[src/rtl/slr_pkg.sv]
// Package for the sorted list insertion sorter.
// Holds op/status codes, cell commands and shared widths.
// No dependencies.
package slr_pkg;

  localparam int DepthDef = 32;
  localparam int MaxOut   = 32;
  localparam int ValW     = 32;
  localparam int PosW     = 5;

  typedef enum logic [1:0] {
    OP_INSERT = 2'd0,
    OP_DUMP   = 2'd1,
    OP_CLEAR  = 2'd2,
    OP_NONE   = 2'd3
  } op_t;

  typedef enum logic [1:0] {
    ST_OK    = 2'd0,
    ST_FULL  = 2'd1,
    ST_EMPTY = 2'd2
  } status_t;

  typedef enum logic [1:0] {
    CMD_HOLD   = 2'd0,
    CMD_INSERT = 2'd1,
    CMD_ROTATE = 2'd2,
    CMD_CLEAR  = 2'd3
  } cell_cmd_t;

  typedef struct packed {
    cell_cmd_t              cmd;
    logic signed [ValW-1:0] key;
  } cell_ctl_t;

endpackage

[src/rtl/slr_cell.sv]
// One cell of the sorted chain: a value, its valid bit and the compare.
// Depends on slr_pkg.
module slr_cell (
  input  logic                            clk,
  input  logic                            rst_n,
  input  slr_pkg::cell_ctl_t              ctl_i,
  input  logic signed [slr_pkg::ValW-1:0] prev_val_i,
  input  logic                            prev_valid_i,
  input  logic                            prev_gt_i,
  input  logic signed [slr_pkg::ValW-1:0] next_val_i,
  input  logic                            next_valid_i,
  input  logic signed [slr_pkg::ValW-1:0] head_val_i,
  output logic signed [slr_pkg::ValW-1:0] val_o,
  output logic                            valid_o,
  output logic                            gt_o,
  output logic                            take_o
);

  logic signed [slr_pkg::ValW-1:0] val_r, val_nxt;
  logic                            valid_r, valid_nxt;
  logic                            gt, take;

  assign gt   = valid_r && (val_r > ctl_i.key);
  assign take = (gt || !valid_r) && prev_valid_i && !prev_gt_i;

  always_comb begin
    val_nxt   = val_r;
    valid_nxt = valid_r;
    case (ctl_i.cmd)
      slr_pkg::CMD_INSERT: begin
        if (prev_gt_i) begin
          val_nxt = prev_val_i;
        end else if (take) begin
          val_nxt = ctl_i.key;
        end
        valid_nxt = valid_r | prev_gt_i | take;
      end
      slr_pkg::CMD_ROTATE: begin
        // last valid cell wraps around to the head
        if (valid_r) begin
          val_nxt = next_valid_i ? next_val_i : head_val_i;
        end
      end
      slr_pkg::CMD_CLEAR: begin
        valid_nxt = 1'b0;
      end
      default: begin
        val_nxt   = val_r;
        valid_nxt = valid_r;
      end
    endcase
  end

  always_ff @(posedge clk) begin
    if (!rst_n) begin
      valid_r <= 1'b0;
    end else begin
      valid_r <= valid_nxt;
    end
  end

  always_ff @(posedge clk) begin
    val_r <= val_nxt;
  end

  assign val_o   = val_r;
  assign valid_o = valid_r;
  assign gt_o    = gt;
  assign take_o  = take;

endmodule

[src/rtl/sorted_list_insertion_sorter.sv]
// Top level of the sorted list insertion sorter: cell chain, control FSM, output register.
// Depends on slr_pkg and slr_cell.
//
//   channel | direction | handshake       | payload
//   in_     | input     | in_valid/stall  | op, value
//   out_    | output    | out_valid/stall | value_out, position, last, status
//
// Insert and clear are applied on acceptance; every cell compares against the key in parallel.
// Dump, once accepted, rotates the valid prefix of the chain through cell 0, one entry per cycle
// while the output is not stalled; an empty list gives a single ST_EMPTY beat; the list is back in place.
// Reset clears the valid bits, the count and the FSM.
// An output stall holds the result register and stalls the input and the rotation.
module sorted_list_insertion_sorter #(
  parameter int DEPTH = slr_pkg::DepthDef
) (
  input  logic                            clk,
  input  logic                            rst_n,
  input  logic                            in_valid,
  output logic                            in_stall,
  input  logic [1:0]                      in_op,
  input  logic signed [slr_pkg::ValW-1:0] in_value,
  output logic                            out_valid,
  input  logic                            out_stall,
  output logic signed [slr_pkg::ValW-1:0] out_value_out,
  output logic [slr_pkg::PosW-1:0]        out_position,
  output logic                            out_last,
  output logic [1:0]                      out_status
);

  localparam int CW = $clog2(DEPTH + 1);
  localparam int IW = $clog2(DEPTH);

  typedef enum logic [1:0] {
    S_IDLE = 2'b01,
    S_DUMP = 2'b10
  } state_t;

  state_t                          state_r, state_nxt;
  logic [CW-1:0]                   count_r, count_nxt;
  logic [CW-1:0]                   step_r, step_nxt;
  logic                            out_valid_r, out_valid_nxt;
  logic signed [slr_pkg::ValW-1:0] out_value_r, out_value_nxt;
  logic [slr_pkg::PosW-1:0]        out_pos_r, out_pos_nxt;
  logic                            out_last_r, out_last_nxt;
  slr_pkg::status_t                out_status_r, out_status_nxt;

  slr_pkg::cell_ctl_t              ctl;
  slr_pkg::op_t                    op;
  logic                            out_free, in_acc, full, emit_ok, dump_go;
  logic [CW-1:0]                   emit_n;
  logic [IW-1:0]                   ins_pos;

  logic signed [slr_pkg::ValW-1:0] val_w [DEPTH];
  logic [DEPTH-1:0]                valid_w, gt_w, take_w;

  assign op       = slr_pkg::op_t'(in_op);
  assign out_free = !out_valid_r || !out_stall;
  assign in_stall = !((state_r == S_IDLE) && out_free);
  assign in_acc   = in_valid && !in_stall;
  assign full     = (count_r == CW'(DEPTH));
  assign emit_n   = (32'(count_r) > 32'(slr_pkg::MaxOut)) ? CW'(slr_pkg::MaxOut) : count_r;
  assign emit_ok  = 32'(step_r) < 32'(slr_pkg::MaxOut);
  assign dump_go  = (state_r == S_DUMP) && (out_free || !emit_ok);

  // cell chain
  for (genvar i = 0; i < DEPTH; i++) begin : g_cell
    logic signed [slr_pkg::ValW-1:0] prev_val, next_val;
    logic                            prev_valid, prev_gt, next_valid;
    if (i == 0) begin : g_first
      assign prev_val   = ctl.key;
      assign prev_valid = 1'b1;
      assign prev_gt    = 1'b0;
    end else begin : g_mid
      assign prev_val   = val_w[i-1];
      assign prev_valid = valid_w[i-1];
      assign prev_gt    = gt_w[i-1];
    end
    if (i == DEPTH - 1) begin : g_last
      assign next_val   = val_w[0];
      assign next_valid = 1'b0;
    end else begin : g_inner
      assign next_val   = val_w[i+1];
      assign next_valid = valid_w[i+1];
    end
    slr_cell u_cell (
      .clk          (clk),
      .rst_n        (rst_n),
      .ctl_i        (ctl),
      .prev_val_i   (prev_val),
      .prev_valid_i (prev_valid),
      .prev_gt_i    (prev_gt),
      .next_val_i   (next_val),
      .next_valid_i (next_valid),
      .head_val_i   (val_w[0]),
      .val_o        (val_w[i]),
      .valid_o      (valid_w[i]),
      .gt_o         (gt_w[i]),
      .take_o       (take_w[i])
    );
  end

  // one-hot insert slot to rank
  always_comb begin
    ins_pos = '0;
    for (int i = 0; i < DEPTH; i++) begin
      if (take_w[i]) begin
        ins_pos = ins_pos | IW'(i);
      end
    end
  end

  always_comb begin
    state_nxt      = state_r;
    count_nxt      = count_r;
    step_nxt       = step_r;
    ctl.cmd        = slr_pkg::CMD_HOLD;
    ctl.key        = in_value;
    out_valid_nxt  = out_valid_r && out_stall;
    out_value_nxt  = out_value_r;
    out_pos_nxt    = out_pos_r;
    out_last_nxt   = out_last_r;
    out_status_nxt = out_status_r;
    case (state_r)
      S_IDLE: begin
        if (in_acc) begin
          case (op)
            slr_pkg::OP_INSERT: begin
              out_valid_nxt = 1'b1;
              out_value_nxt = in_value;
              out_last_nxt  = 1'b1;
              if (full) begin
                out_pos_nxt    = '0;
                out_status_nxt = slr_pkg::ST_FULL;
              end else begin
                ctl.cmd        = slr_pkg::CMD_INSERT;
                count_nxt      = count_r + CW'(1);
                out_pos_nxt    = slr_pkg::PosW'(ins_pos);
                out_status_nxt = slr_pkg::ST_OK;
              end
            end
            slr_pkg::OP_DUMP: begin
              if (count_r == '0) begin
                out_valid_nxt  = 1'b1;
                out_value_nxt  = '0;
                out_pos_nxt    = '0;
                out_last_nxt   = 1'b1;
                out_status_nxt = slr_pkg::ST_EMPTY;
              end else begin
                step_nxt  = '0;
                state_nxt = S_DUMP;
              end
            end
            slr_pkg::OP_CLEAR: begin
              ctl.cmd   = slr_pkg::CMD_CLEAR;
              count_nxt = '0;
            end
            default: begin
              ctl.cmd = slr_pkg::CMD_HOLD;
            end
          endcase
        end
      end
      S_DUMP: begin
        if (dump_go) begin
          ctl.cmd = slr_pkg::CMD_ROTATE;
          if (emit_ok) begin
            out_valid_nxt  = 1'b1;
            out_value_nxt  = val_w[0];
            out_pos_nxt    = slr_pkg::PosW'(step_r);
            out_last_nxt   = (step_r == emit_n - CW'(1));
            out_status_nxt = slr_pkg::ST_OK;
          end
          if (step_r == count_r - CW'(1)) begin
            state_nxt = S_IDLE;
          end else begin
            step_nxt = step_r + CW'(1);
          end
        end
      end
      default: begin
        state_nxt = S_IDLE;
      end
    endcase
  end

  always_ff @(posedge clk) begin
    if (!rst_n) begin
      state_r     <= S_IDLE;
      count_r     <= '0;
      step_r      <= '0;
      out_valid_r <= 1'b0;
    end else begin
      state_r     <= state_nxt;
      count_r     <= count_nxt;
      step_r      <= step_nxt;
      out_valid_r <= out_valid_nxt;
    end
  end

  always_ff @(posedge clk) begin
    out_value_r  <= out_value_nxt;
    out_pos_r    <= out_pos_nxt;
    out_last_r   <= out_last_nxt;
    out_status_r <= out_status_nxt;
  end

  assign out_valid     = out_valid_r;
  assign out_value_out = out_value_r;
  assign out_position  = out_pos_r;
  assign out_last      = out_last_r;
  assign out_status    = out_status_r;

endmodule

[config.mk]
export PLATFORM = sky130hd
export DESIGN_NAME = sorted_list_insertion_sorter
export DESIGN_NICKNAME = d
export VERILOG_FILES = /design/src/rtl/slr_pkg.sv /design/src/rtl/slr_cell.sv /design/src/rtl/sorted_list_insertion_sorter.sv
export SDC_FILE = /design/constraint.sdc
export NUM_CORES = 2
export LEC_CHECK = 0
export BUFFER_PORTS_ARGS = -buffer_cell sky130_fd_sc_hd__buf_4
export CORE_MARGIN = 4
export CORE_UTILIZATION = 29
export DETAILED_ROUTE_END_ITERATION = 10
export PLACE_DENSITY = 0.49
export RECOVER_POWER = 100
export SLEW_MARGIN = 20
export SYNTH_ARGS = -nofsm -noshare
export SYNTH_HDL_FRONTEND = slang
export SYNTH_SLANG_ARGS = --single-unit
[constraint.sdc]
create_clock -name clk -period 9.2 [get_ports clk]
set_input_delay 1.84 -clock clk [delete_from_list [all_inputs] [get_ports clk]]
set_output_delay 1.84 -clock clk [all_outputs]
set_load 0.01 [all_outputs]
==> summary.md <==
| Metric | Value |
|---|---|
| # Post-CTS Setup Buffers | `0` |
| Initial DRC Count | `8689` |
| Die X | `565 um` |
| Placer Congestion | `0.925` |
| Synth Area in Simple Gates | `9.93%` |
| Post-synthesis mux area share | `21.1%` |
| Synth top area share | `35.5%` |
| Worst min-delay path category | `reg -> reg` |
| Async SR Flop Fraction | `0%` |
| Crit. path cell count | `14` |
| PortBufs | `79` |
| CTS hold repair buffers | `0` |
| Setup_tns | `0 ns` |
| Total power | `26000 uW` |
| Yosys top cell by area | `edfxtp_1` |
| Worst ir drop on vdd | `0.000191 V` |
| CTS tree | `built` |
| Leakage | `0.0356 uW` |
| RSZ-0062 raised after global routing | `no` |
| Mapped cell area | `89900 um2` |
| Vias per inst | `5.87` |
| Area grow syn2layout | `11.4%` |
| Clock slew at the register clock pins of the worst setup and hold paths | `0.06 ns` |
| FF-to-FF path depth | `10` |
| Core footprint | `309000 um2` |
| Setup CP Type | `in -> reg` |
| Delay-heaviest family, CP | `buffers and inverters` |
| Layout cells sized above 1 | `14.1%` |
| Ys flop type | `edfxtp_1` |
| Endpoints failing setup | `0` |
| Avg Cell Area, Syn | `10.0 um2` |
| Clock skew | `0.0394 ns` |
| CTS root buffer | `clkbuf_16` |
| Via count | `76.4k` |
| Largest net degree at the start of global routing | `188` |
| Yosys warnings | `0` |
| Relative slew slack | `-111%` |
| Initial Util | `29.1%` |
| Max cap viols | `44` |
| Max Freq | `125 MHz` |
| Crit Path Max Fanout | `34` |
| Failing checks | `capacitance limit, slew limit` |
| EDFF count, synth | `1064` |
| Number of global-route vias before repair | `74.3k` |
| Crit path cell chain | `buf_4, inv_1, buf_4, ha_1, a21o_1, nand3_1, a211oi_1, a2111oi_0, nand3_1, nand4b_1, clkbuf_1, mux2_2, nor2_1, a21oi_1` |
| Adder-cell share of the synthesized area | `14.4%` |
| Worst hold stages | `2` |
| Antenna Nets Post-Route | `0` |
| Cell Pwr Density | `259 nW/um2` |
| Residual DRC | `0` |
| GRT Total Usage | `23.3%` |
| H-tree Lvls | `4` |
| Critical path's slowest cell | `clkbuf_1` |
| Synthesized Nets | `10.1k` |
| Initial antenna violation count | `35` |
| WP data arrival | `8.40 ns` |
| Total die area | `319000 um2` |
| Measured slew at the worst slew-check pin | `3.17 ns` |
| Site Rows | `204` |
| Status | `complete, but fails checks` |
| Avg WL per Cell | `29.9 um` |
| # resized after CTS | `0` |
| First-pass GRT wire length | `548 mm` |
| Period utilisation layout | `86.6%` |
| Worst path buffer plus inverter count | `4` |
| Final net count | `9830` |
| Netlist cell types | `91` |
| Hold violation count in the final report | `0` |
| Synth top area cells | `edfxtp_1 (36%), ha_1 (14%), mux2i_1 (13%)` |
| Fin. max-slew vios | `1746` |
| Synthesis-stage register bit count | `1111` |
| Sequential area share after synthesis | `36.6%` |
| Setup crit end kind | `register` |
| Synth Area in XOR/XNOR | `0.312%` |
| Worst setup SP type | `primary input` |
| Req. time, crit path | `9.63 ns` |
| Largest family of logic cells by synthesized area | `multiplexers` |
| Post-Syn Instances | `8981` |
| Clk_lat worst skew | `0.82 ns` |
| Number of buffers created by CTS | `147` |
| Largest stage delay on the critical path | `1.67 ns` |
| Die height | `565 um` |
| GRT overflow | `0` |
| I/O pin count | `80` |
| DP Wirelength | `267 mm` |
| Maximum root-to-sink buffer count | `3` |
| Hold_ws | `0.518 ns` |
| Post-synthesis compound-gate area fraction | `14.1%` |
| Shortest period the worst path allows | `7.97 ns` |
| Final WL | `388 mm` |
| Num Clock Sinks | `1111` |
| First-pass DRT Iterations | `6` |
[worst paths after layout]
path	from	to	slack, ns
hold / removal	state_r[0]$_SDFFE_PN1P_	state_r[0]$_SDFFE_PN1P_	0.52
setup reg to reg	count_r[2]$_SDFFE_PN0P_	g_cell[11].u_cell.val_o[28]$_DFFE_PP_	1.70
setup / recovery	in_value[21]	g_cell[20].u_cell.val_o[30]$_DFFE_PP_	1.23
hold reg to reg	state_r[0]$_SDFFE_PN1P_	state_r[0]$_SDFFE_PN1P_	0.52
[routing by layer]
layer,vias up,part of all wire (%),track usage [%]
met5,-,0.014,0.298
met4,2,4.2,8.80
met3,704,8.9,4.59
met2,3664,44,35.9
met1,38300,43,32.2
li1,33700,-,-
[layout make-up]
type                       instances  area [um2]
antenna                           13        32.5
timing repair buffer             350        2560
fill                           31600      209000
tap                             4120        5150
clock inverter                    65         674
multi-input combinational       7023       54100
clock buffer                     204        4180
inverter                         125         469
sequential                      1111       32900
[synthesized netlist by cell type, types with 9 or more instances]
cell type,count
mux2_2,683
xor2_1,15
a211oi_1,242
o211ai_1,41
a221o_1,22
a311oi_1,9
nand2b_1,14
a2111oi_0,12
xnor2_1,17
or3_1,10
edfxtp_1,1064
o21a_1,17
and4_1,18
o21ai_0,199
nor4_1,51
clkbuf_1,625
inv_1,94
or4_1,12
a22o_1,33
nor2_1,1011
clkinv_1,31
nand4_1,215
a221oi_1,30
a21oi_1,1357
o31ai_1,9
mux2i_1,1124
nor3_1,51
a21o_1,81
buf_1,91
nand2_1,339
dfxtp_1,47
nor2b_1,54
a211o_1,14
and3_1,10
a21boi_0,11
a31oi_1,18
nand3_1,130
ha_1,1034
and2_1,9
[cells by family (layout without fill, tap and decap cells)]
family | count (synthesis) | count (layout)
AO/OA/AOI/OAI | 2175 | 2175
buffers and inverters | 847 | 744
flip-flops | 1111 | 1111
multiplexers | 1807 | 1807
adder cells (fa/ha/maj) | 1034 | 1034
AND/OR/NAND/NOR | 1975 | 1975
other | 0 | 13
XOR/XNOR | 32 | 32
[report_power, final]
| part | switching, uW | internal [uW] | total (uW) |
|---|---|---|---|
| registers | 1950 | 8140 | 10100 |
| logic | 6720 | 3170 | 9890 |
| clock network | 2490 | 3510 | 6000 |
| total | 11200 | 14800 | 26000 |
[tightest hold or removal path: cells and delay by family (launching register included)]
kind,cells,cell delay (ns)
AO/OA/AOI/OAI,1,0.08
flip-flops,1,0.33
AND/OR/NAND/NOR,1,0.06
[sequential cells by signal (all words and copies together), names as in the netlist]
| name | flops |
|---|---|
| out_last | 1 |
| g_cell.u_cell.valid_o | 32 |
| out_value_out | 32 |
| g_cell.u_cell.val_o | 1024 |
| step_r | 6 |
| state_r | 2 |
| out_position | 5 |
| out_status | 2 |
| out_valid | 1 |
| count_r | 6 |
[cell usage in the layout (no fill, tap or decap), types with 16 or more instances in the layout]
| cell type | count |
|---|---|
| a21oi_1 | 1357 |
| mux2i_1 | 1124 |
| edfxtp_1 | 1064 |
| ha_1 | 1031 |
| nor2_1 | 1010 |
| mux2_2 | 662 |
| nand2_1 | 338 |
| a211oi_1 | 241 |
| buf_4 | 230 |
| nand4_1 | 215 |
| o21ai_0 | 200 |
| clkbuf_16 | 155 |
| nand3_1 | 128 |
| clkbuf_1 | 128 |
| inv_1 | 96 |
| a21o_1 | 81 |
| nor2b_1 | 54 |
| nor3_1 | 51 |
| nor4_1 | 50 |
| o211ai_1 | 41 |
| a22o_1 | 33 |
| dfxtp_2 | 30 |
| inv_2 | 29 |
| clkinv_1 | 27 |
| a221oi_1 | 25 |
| a221o_1 | 22 |
| mux2_1 | 21 |
| and4_1 | 18 |
| buf_12 | 18 |
| o21a_1 | 17 |
| xnor2_1 | 17 |
| dfxtp_1 | 17 |
| clkinv_2 | 16 |
[metrics by stage]
stage / utilization (%) / std cells / cell area, um2 / worst slack [ns]
2_1_floorplan: - / 8981 / 89900 / 0.751
3_3_place_gp: 31.0 / 12700 / 95800 / 1.70
3_5_place_dp: 31.0 / 12700 / 95900 / 1.63
4_1_cts: 32.6 / 13000 / 101000 / 2.47
5_1_grt: 32.4 / 13000 / 100000 / 1.19
6_report: 32.4 / 13000 / 100000 / 1.23
(Power assumes the default switching activity.)
